$ cat config.mk
export PLATFORM = sky130hd
export DESIGN_NAME = http_request_tokenizer_flat
export DESIGN_NICKNAME = d
export VERILOG_FILES = /design/src/sv/httptok_pkg.sv /design/src/sv/httptok_if.sv /design/src/sv/httptok_step.sv /design/src/sv/http_request_tokenizer.sv /design/src/flat_wrapper.sv
export SDC_FILE = /design/constraint.sdc
export NUM_CORES = 1
export LEC_CHECK = 0
export ABC_CLOCK_PERIOD_IN_PS = 5300
export BUFFER_PORTS_ARGS = -buffer_cell sky130_fd_sc_hd__buf_2
export CAP_MARGIN = 20
export CORE_MARGIN = 5
export CORE_UTILIZATION = 41
export DETAILED_ROUTE_END_ITERATION = 6
export PLACE_DENSITY = 0.68
export SYNTH_ARGS = -nofsm -noshare
export SYNTH_HDL_FRONTEND = slang
export SYNTH_SLANG_ARGS = --single-unit
$ cat constraint.sdc
create_clock -name clk_i -period 5.3 [get_ports clk_i]
set_input_delay 0.265 -clock clk_i [delete_from_list [all_inputs] [get_ports clk_i]]
set_output_delay 0.265 -clock clk_i [all_outputs]
set_load 0.01 [all_outputs]
$ cat src/sv/httptok_pkg.sv
// Package: shared types, codes and the method spelling table of the HTTP tokenizer.
`timescale 1ns / 1ps
package httptok_pkg;

  // Parse phases
  localparam logic [2:0] PH_METHOD  = 3'd0;
  localparam logic [2:0] PH_PATH    = 3'd1;
  localparam logic [2:0] PH_ARGS    = 3'd2;
  localparam logic [2:0] PH_VERSION = 3'd3;
  localparam logic [2:0] PH_HEADERS = 3'd4;
  localparam logic [2:0] PH_ERROR   = 3'd7;

  // Token kinds
  localparam logic [2:0] KIND_METHOD  = 3'd0;
  localparam logic [2:0] KIND_PATH    = 3'd1;
  localparam logic [2:0] KIND_ARG     = 3'd2;
  localparam logic [2:0] KIND_VERSION = 3'd3;
  localparam logic [2:0] KIND_HEADER  = 3'd4;
  localparam logic [2:0] KIND_SEP     = 3'd5;
  localparam logic [2:0] KIND_IGNORED = 3'd6;

  // Method codes
  localparam logic [2:0] METH_MATCHING = 3'd0;
  localparam logic [2:0] METH_GET      = 3'd1;
  localparam logic [2:0] METH_POST     = 3'd2;
  localparam logic [2:0] METH_PUT      = 3'd3;
  localparam logic [2:0] METH_INVALID  = 3'd4;

  // Parse status codes
  localparam logic [1:0] ST_BUSY  = 2'd0;
  localparam logic [1:0] ST_OK    = 2'd1;
  localparam logic [1:0] ST_ERROR = 2'd2;

  // Characters
  localparam logic [7:0] CH_NUL   = 8'h00;
  localparam logic [7:0] CH_QMARK = 8'h3F;
  localparam logic [7:0] CH_AMP   = 8'h26;
  localparam logic [7:0] CH_CR    = 8'h0D;
  localparam logic [7:0] CH_LF    = 8'h0A;
  localparam logic [7:0] CH_SPACE = 8'h20;

  localparam int unsigned OFFSET_W   = 16;
  localparam int unsigned ARG_NUM_W  = 4;
  localparam int unsigned HDR_NUM_W  = 5;
  localparam logic [OFFSET_W-1:0] OFFSET_MAX = '1;
  localparam logic [2:0] METHOD_IDX_MAX = 3'd4;
  localparam logic [2:0] CANDS_ALL      = 3'b111;

  // Per-byte state other than the counters
  typedef struct packed {
    logic [2:0]          phase;
    logic [2:0]          method_index;
    logic [2:0]          method_cands;
    logic [OFFSET_W-1:0] offset;
    logic                start_pending;
  } state_t;

  // One result beat
  typedef struct packed {
    logic [OFFSET_W-1:0]  byte_offset;
    logic [2:0]           token_kind;
    logic                 token_start;
    logic [ARG_NUM_W-1:0] arg_number;
    logic [HDR_NUM_W-1:0] header_number;
    logic [2:0]           method_code;
    logic [1:0]           parse_status;
    logic                 token_dropped;
  } result_t;

  // Spelling of GET, POST and PUT followed by a space; zero past the end
  function automatic logic [7:0] method_char(input logic [1:0] cand, input logic [2:0] idx);
    logic [7:0] ch;
    ch = CH_NUL;
    unique case (cand)
      2'd0: begin
        unique case (idx)
          3'd0:    ch = 8'h47; // G
          3'd1:    ch = 8'h45; // E
          3'd2:    ch = 8'h54; // T
          3'd3:    ch = CH_SPACE;
          default: ch = CH_NUL;
        endcase
      end
      2'd1: begin
        unique case (idx)
          3'd0:    ch = 8'h50; // P
          3'd1:    ch = 8'h4F; // O
          3'd2:    ch = 8'h53; // S
          3'd3:    ch = 8'h54; // T
          3'd4:    ch = CH_SPACE;
          default: ch = CH_NUL;
        endcase
      end
      2'd2: begin
        unique case (idx)
          3'd0:    ch = 8'h50; // P
          3'd1:    ch = 8'h55; // U
          3'd2:    ch = 8'h54; // T
          3'd3:    ch = CH_SPACE;
          default: ch = CH_NUL;
        endcase
      end
      default: ch = CH_NUL;
    endcase
    return ch;
  endfunction

  // Method code from a one-hot candidate set
  function automatic logic [2:0] method_of(input logic [2:0] cands);
    logic [2:0] code;
    unique case (cands)
      3'b001:  code = METH_GET;
      3'b010:  code = METH_POST;
      3'b100:  code = METH_PUT;
      default: code = METH_MATCHING;
    endcase
    return code;
  endfunction

  function automatic logic is_term(input logic [7:0] b);
    return (b == CH_SPACE) || (b == CH_CR) || (b == CH_LF);
  endfunction

endpackage

$ cat src/sv/httptok_if.sv
// Interfaces: byte input channel and result channel of the HTTP tokenizer.
`timescale 1ns / 1ps
interface httptok_in_if;
  logic       valid;
  logic       ready;
  logic [7:0] char_byte;

  modport source (output valid, output char_byte, input ready);
  modport sink   (input valid, input char_byte, output ready);
endinterface

interface httptok_out_if;
  logic        valid;
  logic        ready;
  logic [15:0] byte_offset;
  logic [2:0]  token_kind;
  logic        token_start;
  logic [3:0]  arg_number;
  logic [4:0]  header_number;
  logic [2:0]  method_code;
  logic [1:0]  parse_status;
  logic        token_dropped;

  modport source (output valid, output byte_offset, output token_kind, output token_start,
                  output arg_number, output header_number, output method_code,
                  output parse_status, output token_dropped, input ready);
  modport sink   (input valid, input byte_offset, input token_kind, input token_start,
                  input arg_number, input header_number, input method_code,
                  input parse_status, input token_dropped, output ready);
endinterface

$ cat src/sv/httptok_step.sv
// Next-state and result logic for one request byte.
`timescale 1ns / 1ps
module httptok_step #(
  parameter int unsigned MAX_ARGS    = 8,
  parameter int unsigned MAX_HEADERS = 16,
  parameter int unsigned ARG_W       = $clog2(MAX_ARGS + 1),
  parameter int unsigned HDR_W       = $clog2(MAX_HEADERS + 1)
) (
  input  logic [7:0]            char_byte_i,
  input  httptok_pkg::state_t   state_i,
  input  logic [ARG_W-1:0]      arg_count_i,
  input  logic [HDR_W-1:0]      hdr_count_i,
  output httptok_pkg::state_t   state_o,
  output logic [ARG_W-1:0]      arg_count_o,
  output logic [HDR_W-1:0]      hdr_count_o,
  output httptok_pkg::result_t  result_o
);
  import httptok_pkg::*;

  localparam logic [ARG_W-1:0] ArgMax = ARG_W'(MAX_ARGS);
  localparam logic [HDR_W-1:0] HdrMax = HDR_W'(MAX_HEADERS);

  logic [2:0] idx;
  logic [2:0] next_cands;
  logic [2:0] kind;
  logic       start;
  logic       dropped;
  logic [1:0] status;
  logic [2:0] mcode;

  // Clamp the method index and match the byte against each live candidate
  assign idx = (state_i.method_index < 3'd5) ? state_i.method_index : METHOD_IDX_MAX;

  always_comb begin
    for (int c = 0; c < 3; c++) begin
      next_cands[c] = state_i.method_cands[c] && (method_char(2'(c), idx) == char_byte_i);
    end
  end

  // Advance the parser by one byte
  always_comb begin
    state_o     = state_i;
    arg_count_o = arg_count_i;
    hdr_count_o = hdr_count_i;
    kind        = KIND_IGNORED;
    start       = 1'b0;
    dropped     = 1'b0;
    status      = ST_BUSY;

    if (state_i.phase == PH_METHOD) begin
      mcode = METH_MATCHING;
    end else if (state_i.phase == PH_PATH || state_i.phase == PH_ARGS ||
                 state_i.phase == PH_VERSION || state_i.phase == PH_HEADERS) begin
      mcode = method_of(state_i.method_cands);
    end else begin
      mcode = METH_INVALID;
    end

    if (char_byte_i == CH_NUL) begin
      // End of request: report, then rearm
      kind = KIND_SEP;
      if (state_i.phase == PH_VERSION || state_i.phase == PH_HEADERS) begin
        status = ST_OK;
      end else begin
        status = ST_ERROR;
        mcode  = METH_INVALID;
      end
      state_o.phase         = PH_METHOD;
      state_o.method_index  = '0;
      state_o.method_cands  = CANDS_ALL;
      state_o.offset        = '0;
      state_o.start_pending = 1'b0;
      arg_count_o           = '0;
      hdr_count_o           = '0;
    end else begin
      if (state_i.offset != OFFSET_MAX) state_o.offset = state_i.offset + 1'b1;

      unique case (state_i.phase)
        PH_METHOD: begin
          if (next_cands == 3'b000) begin
            state_o.phase = PH_ERROR;
            kind          = KIND_IGNORED;
            status        = ST_ERROR;
            mcode         = METH_INVALID;
          end else if (char_byte_i == CH_SPACE) begin
            state_o.method_cands  = next_cands;
            state_o.phase         = PH_PATH;
            state_o.start_pending = 1'b1;
            kind                  = KIND_SEP;
            mcode                 = method_of(next_cands);
          end else begin
            state_o.method_cands = next_cands;
            if (state_i.method_index < METHOD_IDX_MAX) begin
              state_o.method_index = state_i.method_index + 1'b1;
            end
            kind = KIND_METHOD;
          end
        end
        PH_PATH: begin
          if (is_term(char_byte_i)) begin
            kind                  = KIND_SEP;
            state_o.start_pending = 1'b0;
            state_o.phase         = PH_VERSION;
          end else if (char_byte_i == CH_QMARK) begin
            kind                  = KIND_SEP;
            state_o.start_pending = 1'b1;
            state_o.phase         = PH_ARGS;
          end else begin
            kind                  = KIND_PATH;
            start                 = state_i.start_pending;
            state_o.start_pending = 1'b0;
          end
        end
        PH_ARGS: begin
          if (is_term(char_byte_i)) begin
            kind                  = KIND_SEP;
            state_o.start_pending = 1'b0;
            state_o.phase         = PH_VERSION;
          end else if (char_byte_i == CH_AMP) begin
            kind                  = KIND_SEP;
            state_o.start_pending = 1'b1;
          end else begin
            kind = KIND_ARG;
            if (state_i.start_pending) begin
              if (arg_count_i < ArgMax) begin
                arg_count_o = arg_count_i + 1'b1;
                start       = 1'b1;
              end else begin
                dropped = 1'b1;
              end
            end
            state_o.start_pending = 1'b0;
          end
        end
        PH_VERSION: begin
          if (is_term(char_byte_i)) begin
            kind                  = KIND_SEP;
            state_o.phase         = PH_HEADERS;
            state_o.start_pending = 1'b1;
          end else begin
            kind = KIND_VERSION;
          end
        end
        PH_HEADERS: begin
          if (char_byte_i == CH_CR || char_byte_i == CH_LF) begin
            kind                  = KIND_SEP;
            state_o.start_pending = 1'b1;
          end else begin
            kind = KIND_HEADER;
            if (state_i.start_pending) begin
              if (hdr_count_i < HdrMax) begin
                hdr_count_o = hdr_count_i + 1'b1;
                start       = 1'b1;
              end else begin
                dropped = 1'b1;
              end
            end
            state_o.start_pending = 1'b0;
          end
        end
        default: begin
          state_o.phase = PH_ERROR;
          kind          = KIND_IGNORED;
          status        = ST_ERROR;
          mcode         = METH_INVALID;
        end
      endcase
    end
  end

  // Pack the result; the end byte shows the counts before rearming
  always_comb begin
    result_o.byte_offset   = state_i.offset;
    result_o.token_kind    = kind;
    result_o.token_start   = start;
    result_o.method_code   = mcode;
    result_o.parse_status  = status;
    result_o.token_dropped = dropped;
    if (char_byte_i == CH_NUL) begin
      result_o.arg_number    = ARG_NUM_W'(arg_count_i);
      result_o.header_number = HDR_NUM_W'(hdr_count_i);
    end else begin
      result_o.arg_number    = ARG_NUM_W'(arg_count_o);
      result_o.header_number = HDR_NUM_W'(hdr_count_o);
    end
  end

endmodule

$ cat src/sv/http_request_tokenizer.sv
// The result beat of an accepted byte is loaded into the output register.
// One byte per cycle unless the output stalls; parser state advances on each accepted byte.
// A byte is taken whenever the output register is empty or its beat leaves in the same cycle.
// Reset (rst_ni low, asynchronous) clears the output valid flag and returns the parser
// to method matching with zero counters and zero offset.
`timescale 1ns / 1ps
module http_request_tokenizer #(
  parameter int unsigned MAX_ARGS    = 8,
  parameter int unsigned MAX_HEADERS = 16
) (
  input  logic                  clk_i,
  input  logic                  rst_ni,
  httptok_in_if.sink            in_i,
  httptok_out_if.source         out_o
);
  import httptok_pkg::*;

  localparam int unsigned ArgW = $clog2(MAX_ARGS + 1);
  localparam int unsigned HdrW = $clog2(MAX_HEADERS + 1);

  state_t            state_q, state_d;
  logic [ArgW-1:0]   arg_q, arg_d;
  logic [HdrW-1:0]   hdr_q, hdr_d;
  result_t           res_q, res_d;
  logic              out_vld_q;
  logic              take;

  // Accept a byte while the result register can drain
  assign in_i.ready = !out_vld_q || out_o.ready;
  assign take       = in_i.valid && in_i.ready;

  httptok_step #(
    .MAX_ARGS    (MAX_ARGS),
    .MAX_HEADERS (MAX_HEADERS),
    .ARG_W       (ArgW),
    .HDR_W       (HdrW)
  ) u_step (
    .char_byte_i (in_i.char_byte),
    .state_i     (state_q),
    .arg_count_i (arg_q),
    .hdr_count_i (hdr_q),
    .state_o     (state_d),
    .arg_count_o (arg_d),
    .hdr_count_o (hdr_d),
    .result_o    (res_d)
  );

  // Parser state: advance on each accepted byte
  always_ff @(posedge clk_i or negedge rst_ni) begin
    if (!rst_ni) begin
      state_q.phase         <= PH_METHOD;
      state_q.method_index  <= '0;
      state_q.method_cands  <= CANDS_ALL;
      state_q.offset        <= '0;
      state_q.start_pending <= 1'b0;
      arg_q                 <= '0;
      hdr_q                 <= '0;
    end else if (take) begin
      state_q <= state_d;
      arg_q   <= arg_d;
      hdr_q   <= hdr_d;
    end
  end

  // Output valid: set on a new byte, clear when the beat leaves
  always_ff @(posedge clk_i or negedge rst_ni) begin
    if (!rst_ni) begin
      out_vld_q <= 1'b0;
    end else if (take) begin
      out_vld_q <= 1'b1;
    end else if (out_o.ready) begin
      out_vld_q <= 1'b0;
    end
  end

  // Result payload: load with each accepted byte
  always_ff @(posedge clk_i) begin
    if (take) begin
      res_q <= res_d;
    end
  end

  assign out_o.valid         = out_vld_q;
  assign out_o.byte_offset   = res_q.byte_offset;
  assign out_o.token_kind    = res_q.token_kind;
  assign out_o.token_start   = res_q.token_start;
  assign out_o.arg_number    = res_q.arg_number;
  assign out_o.header_number = res_q.header_number;
  assign out_o.method_code   = res_q.method_code;
  assign out_o.parse_status  = res_q.parse_status;
  assign out_o.token_dropped = res_q.token_dropped;

endmodule

$ cat src/flat_wrapper.sv
// flat-port wrapper written by rule: the top's interface ports become plain ports
module http_request_tokenizer_flat import httptok_pkg::*;
#(
  parameter int unsigned MAX_ARGS    = 8,
  parameter int unsigned MAX_HEADERS = 16
)
  (clk_i, rst_ni, in_i_valid, in_i_char_byte, in_i_ready, out_o_valid, out_o_byte_offset, out_o_token_kind, out_o_token_start, out_o_arg_number, out_o_header_number, out_o_method_code, out_o_parse_status, out_o_token_dropped, out_o_ready);
  httptok_in_if in_i_i ();
  httptok_out_if out_o_i ();
  input  logic clk_i;
  input  logic rst_ni;
  input wire logic [$bits(in_i_i.valid)-1:0] in_i_valid;
  input wire logic [$bits(in_i_i.char_byte)-1:0] in_i_char_byte;
  output wire logic [$bits(in_i_i.ready)-1:0] in_i_ready;
  output wire logic [$bits(out_o_i.valid)-1:0] out_o_valid;
  output wire logic [$bits(out_o_i.byte_offset)-1:0] out_o_byte_offset;
  output wire logic [$bits(out_o_i.token_kind)-1:0] out_o_token_kind;
  output wire logic [$bits(out_o_i.token_start)-1:0] out_o_token_start;
  output wire logic [$bits(out_o_i.arg_number)-1:0] out_o_arg_number;
  output wire logic [$bits(out_o_i.header_number)-1:0] out_o_header_number;
  output wire logic [$bits(out_o_i.method_code)-1:0] out_o_method_code;
  output wire logic [$bits(out_o_i.parse_status)-1:0] out_o_parse_status;
  output wire logic [$bits(out_o_i.token_dropped)-1:0] out_o_token_dropped;
  input wire logic [$bits(out_o_i.ready)-1:0] out_o_ready;
  assign in_i_i.valid = in_i_valid;
  assign in_i_i.char_byte = in_i_char_byte;
  assign in_i_ready = in_i_i.ready;
  assign out_o_valid = out_o_i.valid;
  assign out_o_byte_offset = out_o_i.byte_offset;
  assign out_o_token_kind = out_o_i.token_kind;
  assign out_o_token_start = out_o_i.token_start;
  assign out_o_arg_number = out_o_i.arg_number;
  assign out_o_header_number = out_o_i.header_number;
  assign out_o_method_code = out_o_i.method_code;
  assign out_o_parse_status = out_o_i.parse_status;
  assign out_o_token_dropped = out_o_i.token_dropped;
  assign out_o_i.ready = out_o_ready;
  http_request_tokenizer #(.MAX_ARGS(MAX_ARGS), .MAX_HEADERS(MAX_HEADERS)) u_core (.clk_i(clk_i), .rst_ni(rst_ni), .in_i(in_i_i), .out_o(out_o_i));
endmodule
==> key figures, run 1 <==
Power and ir drop
  – Max VDD drop: 0.160 mV
  – PwrDens: 289 mW/mm^2
  – Leak: 1.70 nW

Clock network
  – Post-CTS setup buffer count: 0
  – Clock root cell: clkbuf_8
  – Clock slew at reported path FFs: 90 ps
  – CTS tree: done
  – CTS buffer count: 9
  – Hold Buf Count CTS: 0
  – Worst-skew pair later-pin latency: 350 ps
  – Total clock sinks: 71
  – CTS H-tree lvls: 3
  – Cts repair resizes: 0
  – Bufs on Longest Clock Path: 2

Yosys
  – Top_reg_cell synth: edfxtp_1
  – Post-Syn Area: 0.00382 mm^2
  – Count leader, synth: nor2_1
  – YS warnings: 0
  – Synth top area share: 27.5%
  – Largest cells by area after synthesis: edfxtp_1, dfrtp_1, nor2_1, xor2_1, nand2_1
  – Sequential area share after synthesis: 51.2%
  – Cell variety after synth: 70
  – Asr flop ratio synth: 50.7%
  – Mapped Nets: 392
  – Synth top cells by count: nor2_1, edfxtp_1, nand2_1, dfrtp_1, o21ai_0
  – EDFF count, synth: 35
  – Synth area leader: edfxtp_1
  – Synth Instances: 376
  – Yosys reg bits: 71
  – Mean Syn Cell Area: 10.1 um^2

Critical path
  – Reg2Reg Setup Slack: 2470 ps
  – RR Endpoint: u_core.state_q[24]$_DFFE_PN0P_
  – Worst Path Arrival: 3070 ps
  – R2r startpoint: u_core.out_o.valid$_DFFE_PN0P_
  – Reg2Reg Depth: 6
  – Critical path type: flop to flop
  – Worst Path Required: 5540 ps
  – CP Capture Type: flop
  – Worst-path fanout max: 29
  – Startpoint Class: flop

Timing
  – # setup viols final: 0
  – Relative slew slack: 42.4%
  – Setup tns final: 0 ps
  – Period utilization: 53.5%
  – Worst-Margin Slew: 863 ps
  – Max-slew violations: 0
  – Worst clock skew: 11.1 ps
  – RSZ-0062 raised after global routing: no
  – Max Clk Rate: 0.353 GHz
  – Min Tclk post-route: 2830 ps
  – Hold Vio Cnt, Final: 0

Die
  – Core area: 0.00915 mm^2
  – Die area: 0.0113 mm^2
  – Row cnt: 35
  – Ports: 49
  – Die width: 106 um
  – Initial Util: 41.7%
  – Height of the die: 106 um

Route
  – DRT Pass-1 Iters: 5
  – Per-cell routed wire length: 15.9 um
  – Remaining DRCs: 0
  – 1st-iter DRT viols: 185
  – Drt via density: 5.71
  – Final wirelength: 8.51 mm
  – Antenna Nets Post-Route: 0
  – Via Count: 3050

Global route
  – First-pass GRT wire length: 14.1 mm
  – Total GRT Usage: 15.5%
  – Vias in the first global route: 2792
  – Largest net degree at the start of global routing: 37
  – GR Overflow Total: 0
  – Initial antenna violation count: 0

Final layout
  – Fin cells: 534
  – Share of cells above drive strength 1: 19.4%
  – Syn-to-layout area delta: 13.3%
  – Total Nets Final: 434
  – Diode count: 0

Placed design
  – PortBufs: 48
  – GPL Wtd Cong: 0.930
  – DP HPWL: 5.96 mm
  – Cells after DPL: 518

Outcome
  – Status: finished clean

Min path
  – Hold WC Path Type: input pin to async pin

Job
  – Max Cap Viol: 0
## worst max-delay path, cell delays in order (launching register included)
cell and delay (ps):
dfrtp_1 350, nand2b_1 80, nand2_1 400, clkinv_1 780, buf_4 520, o311a_1 220, a2111oi_2 370
## through the flow
step                      area, um^2  utilization, %  setup WS [ps]  total power, mW  hold slack [ps]
after floorplan                 3820               -           2720            0.762            -30.6
after global placement          4120            45.0           2480            0.815              408
after detailed placement        4120            45.0           2360            0.818              418
after CTS                       4330            47.3           2430             1.26             33.5
after global routing            4330            47.3           2110             1.31             76.5
final                           4330            47.3           2470             1.25             8.38
## how the worst max path moves through the flow
stage               cells past startpoint  slack (ps)                             end                           start
floorplan                               7        2720     u_core.arg_q[2]$_DFFE_PN0P_  u_core.out_o.valid$_DFFE_PN0P_
global placement                        7        2480  u_core.state_q[24]$_DFFE_PN0P_                     out_o_ready
detailed placement                      7        2360  u_core.state_q[24]$_DFFE_PN0P_                     out_o_ready
CTS                                     6        2430  u_core.state_q[24]$_DFFE_PN0P_  u_core.out_o.valid$_DFFE_PN0P_
global route                            6        2110  u_core.state_q[24]$_DFFE_PN0P_  u_core.out_o.valid$_DFFE_PN0P_
finish                                  6        2470  u_core.state_q[24]$_DFFE_PN0P_  u_core.out_o.valid$_DFFE_PN0P_
## cell usage in the layout, fill, tap and decap left out, types with 9 or more instances in the layout
| master | synthesis | final |
|---|---|---|
| buf_2 | 7 | 48 |
| nor2_1 | 40 | 40 |
| edfxtp_1 | 35 | 35 |
| nand2_1 | 34 | 34 |
| dfrtp_1 | 33 | 33 |
| o21ai_0 | 23 | 23 |
| a21oi_1 | 17 | 17 |
| xor2_1 | 15 | 15 |
| nand3_1 | 14 | 14 |
| nor3_1 | 13 | 13 |
| xnor2_1 | 9 | 9 |
| clkbuf_8 | 0 | 9 |
## cell families (layout without fill, tap and decap cells)
group	Yosys count	in the layout	share of synthesized area, %
simple gates	155	155	21.2
compound gates	84	84	14.5
flops	71	71	51.2
buf+inv	27	74	3.18
xor+xnor	24	24	5.51
mux	10	10	2.75
fa+ha+maj	5	5	1.57
## report_power, final
| part | switching (mW) | internal (mW) |
|---|---|---|
| registers | 0.0404 | 0.633 |
| logic | 0.0764 | 0.0552 |
| clock network | 0.221 | 0.223 |
## sequential cells by signal, indices dropped and copies added (netlist names)
| register | flops |
|---|---|
| u_core.out_o.token_dropped | 1 |
| u_core.out_o.parse_status | 2 |
| u_core.out_o.token_kind | 3 |
| u_core.out_o.header_number | 5 |
| u_core.arg_q | 4 |
| u_core.out_o.valid | 1 |
| u_core.hdr_q | 5 |
| u_core.out_o.method_code | 3 |
| u_core.state_q | 26 |
| u_core.out_o.arg_number | 4 |
| u_core.out_o.token_start | 1 |
| u_core.out_o.byte_offset | 16 |
## cell type report
cell class | count | area, um^2
Fill cell | 844 | 4830
Sequential cell | 71 | 1960
Multi-Input combinational cell | 278 | 1740
Timing Repair Buffer | 50 | 255
Tap cell | 111 | 139
Clock buffer | 9 | 124
Clock inverter | 7 | 82.6
Inverter | 8 | 30.0
## layer usage
metal  up-vias  wire length, um  track usage (%)  share of wire (%)
met1      1465             3860             21.4                 45
met4         0              148             6.03                1.7
li1       1473                -                -                  -
met5         -                0                0                  0
met2        98             4020             24.1                 47
met3        14              479             2.98                5.6
(Power assumes the default switching activity.)
==> inputs of run 2 (changes only) <==
- ABC_CLOCK_PERIOD_IN_PS: 5300 -> 2500
- PLACE_DENSITY: 0.68 -> 0.7
- clock period: 5.3 -> 2.5 ns (I/O delays scaled with it)
==> run 2 against run 1 <==
Highest routed layer unchanged. Count of clock-buffer cells in the layout did not move. Die area did not move. Largest cell class unchanged. Power rose by 110%. Combinational power rose by 120%. Global-route usage rose by 0.68 points. Critical path depth rose by 3. Sequential power rose by 110%. Setup slack got worse by 2300 ps. Non-clock buffer count rose by 20.
==> key figures, run 2 (synthesis results as in run 1) <==
Critical path
  – Worst Path Arrival: 2580 ps
  – Critical path type: flop to flop
  – Startpoint Class: flop
  – Worst path cell trace: or2_1, mux2_2, o32a_1, nor3_2, buf_4, o31a_1, buf_4, nand4_1, o31ai_1
  – Slowest cell delay on critical path: 490 ps
  – CP startpoint: u_core.state_q[20]$_DFFE_PN0P_
  – Worst-path fanout max: 13
  – R2r startpoint: u_core.state_q[20]$_DFFE_PN0P_
  – Worst Path Required: 2740 ps
  – Top Family by Delay on Critical Path: compound AO/OA/AOI/OAI gates
  – Most used cell, CP: buf_4
  – Slowest-stage cell, CP: dfrtp_2
  – CP Capture Type: flop
  – Worst Path Buf+Inv: 2

Placed design
  – PortBufs: 48
  – DP HPWL: 6.18 mm
  – GPL Wtd Cong: 0.955
  – Pre-CTS setup slack: 76.4 ps

Clock network
  – Total clock sinks: 71
  – Clock slew at reported path FFs: 80 ps
  – Clock root cell: clkbuf_8
  – CTS buffer count: 9
  – Bufs on Longest Clock Path: 2
  – Worst-skew pair later-pin latency: 360 ps
  – CTS tree: done
  – CTS H-tree lvls: 3

Timing
  – Min Tclk post-route: 2340 ps
  – WHS: 76.8 ps
  – Hold Vio Cnt, Final: 0
  – Worst-Margin Slew: 845 ps
  – RSZ-0062 raised after global routing: no
  – Worst clock skew: 12.3 ps
  – Max Clk Rate: 0.427 GHz
  – Max-slew violations: 0
  – Worst setup margin: 159 ps
  – # setup viols final: 0
  – Setup tns final: 0 ps
  – Relative slew slack: 43.7%
  – Period utilization: 93.7%

Route
  – Remaining DRCs: 0
  – 1st-iter DRT viols: 205
  – DRT Pass-1 Iters: 4
  – Drt via density: 5.64
  – Via Count: 3126
  – Per-cell routed wire length: 15.9 um
  – Final wirelength: 8.82 mm
  – Antenna Nets Post-Route: 0

Global route
  – Vias in the first global route: 3047
  – Total GRT Usage: 16.2%
  – GR Overflow Total: 0
  – Initial antenna violation count: 0
  – First-pass GRT wire length: 14.8 mm
  – Largest net degree at the start of global routing: 42

Min path
  – Hold Startpoint: out_o_ready
  – Hold WC Path Type: input pin to flop

Die
  – Core area: 0.00915 mm^2
  – Die width: 106 um
  – Height of the die: 106 um
  – Initial Util: 41.7%
  – Die area: 0.0113 mm^2
  – Row cnt: 35
  – Ports: 49

Outcome
  – Status: finished clean

Final layout
  – Max reg flops: 26
  – Most frequent cells in the layout: buf_2, nor2_1, edfxtp_1
  – Diode count: 0
  – Biggest register: u_core.state_q
  – Share of cells above drive strength 1: 23.5%
  – Commonest non-fill, non-tap cell in the layout: buf_2
  – Total Nets Final: 454
  – Syn-to-layout area delta: 17.2%

Power and ir drop
  – Max VDD drop: 0.274 mV
  – Leak: 1.79 nW
  – PwrDens: 582 mW/mm^2

Job
  – Max Cap Viol: 0
## run 2: what timing repair did
item,4_1_cts,5_1_grt
hold endpoints to repair,34,0
setup endpoints to repair,0,13
resized for setup,0,4
buffers inserted,0,1
hold buffers,2,0
## run 2: per-layer routing
metal	vias up	GRT usage, %	wire length [um]
met4	0	7.58	261
met5	-	0	0
met1	1503	22.0	4020
li1	1506	-	-
met2	92	25.0	4140
met3	25	2.98	390
## run 2: power breakdown
group | internal, mW | leakage (nW) | total [mW] | switching, mW
Clock | 0.384 | 0.0943 | 0.885 | 0.501
Combinational | 0.124 | 0.922 | 0.294 | 0.170
Sequential | 1.34 | 0.775 | 1.43 | 0.0850
Total | 1.85 | 1.79 | 2.60 | 0.756
## run 2: layout make-up
cell class / instances / area, um^2
clock buffers: 9 / 124
clock inverters: 7 / 65.1
fillers: 834 / 4680
inverters: 8 / 30.0
multi-input cells: 278 / 1750
flip-flops and latches: 71 / 1960
well taps: 111 / 139
repair buffers: 70 / 410
## run 2: worst reg2reg max path: cells and delay by family (launching register included)
family	cells	cell delay [ps]
AOI/OAI and AO/OA	3	580
and+or+nand+nor	3	540
DFF	1	490
buffers and inverters	2	370
muxes	1	260
## run 2: final timing paths
| path | depth (start not counted) | end | slack, ps |
|---|---|---|---|
| setup / recovery | 9 | u_core.state_q[21]$_DFFE_PN0P_ | 160 |
| hold / removal | 3 | u_core.out_o.valid$_DFFE_PN0P_ | 80 |
| setup reg to reg | 9 | u_core.state_q[21]$_DFFE_PN0P_ | 160 |
| hold reg to reg | 0 | u_core.out_o.byte_offset[15]$_DFFE_PP_ | 490 |
| max in group asynchronous | 2 | u_core.state_q[20]$_DFFE_PN0P_ | 1500 |
| min in group asynchronous | 2 | u_core.state_q[13]$_DFFE_PN0P_ | 410 |
## run 2: metrics by stage
step / util [%] / cell area, um^2 / std cells / total power [mW]
floorplan: - / 3820 / 376 / 1.61
global placement: 46.4 / 4250 / 535 / 1.73
detailed placement: 46.4 / 4250 / 535 / 1.74
CTS: 48.7 / 4460 / 553 / 2.62
global route: 48.9 / 4470 / 554 / 2.72
finish: 48.9 / 4470 / 554 / 2.60
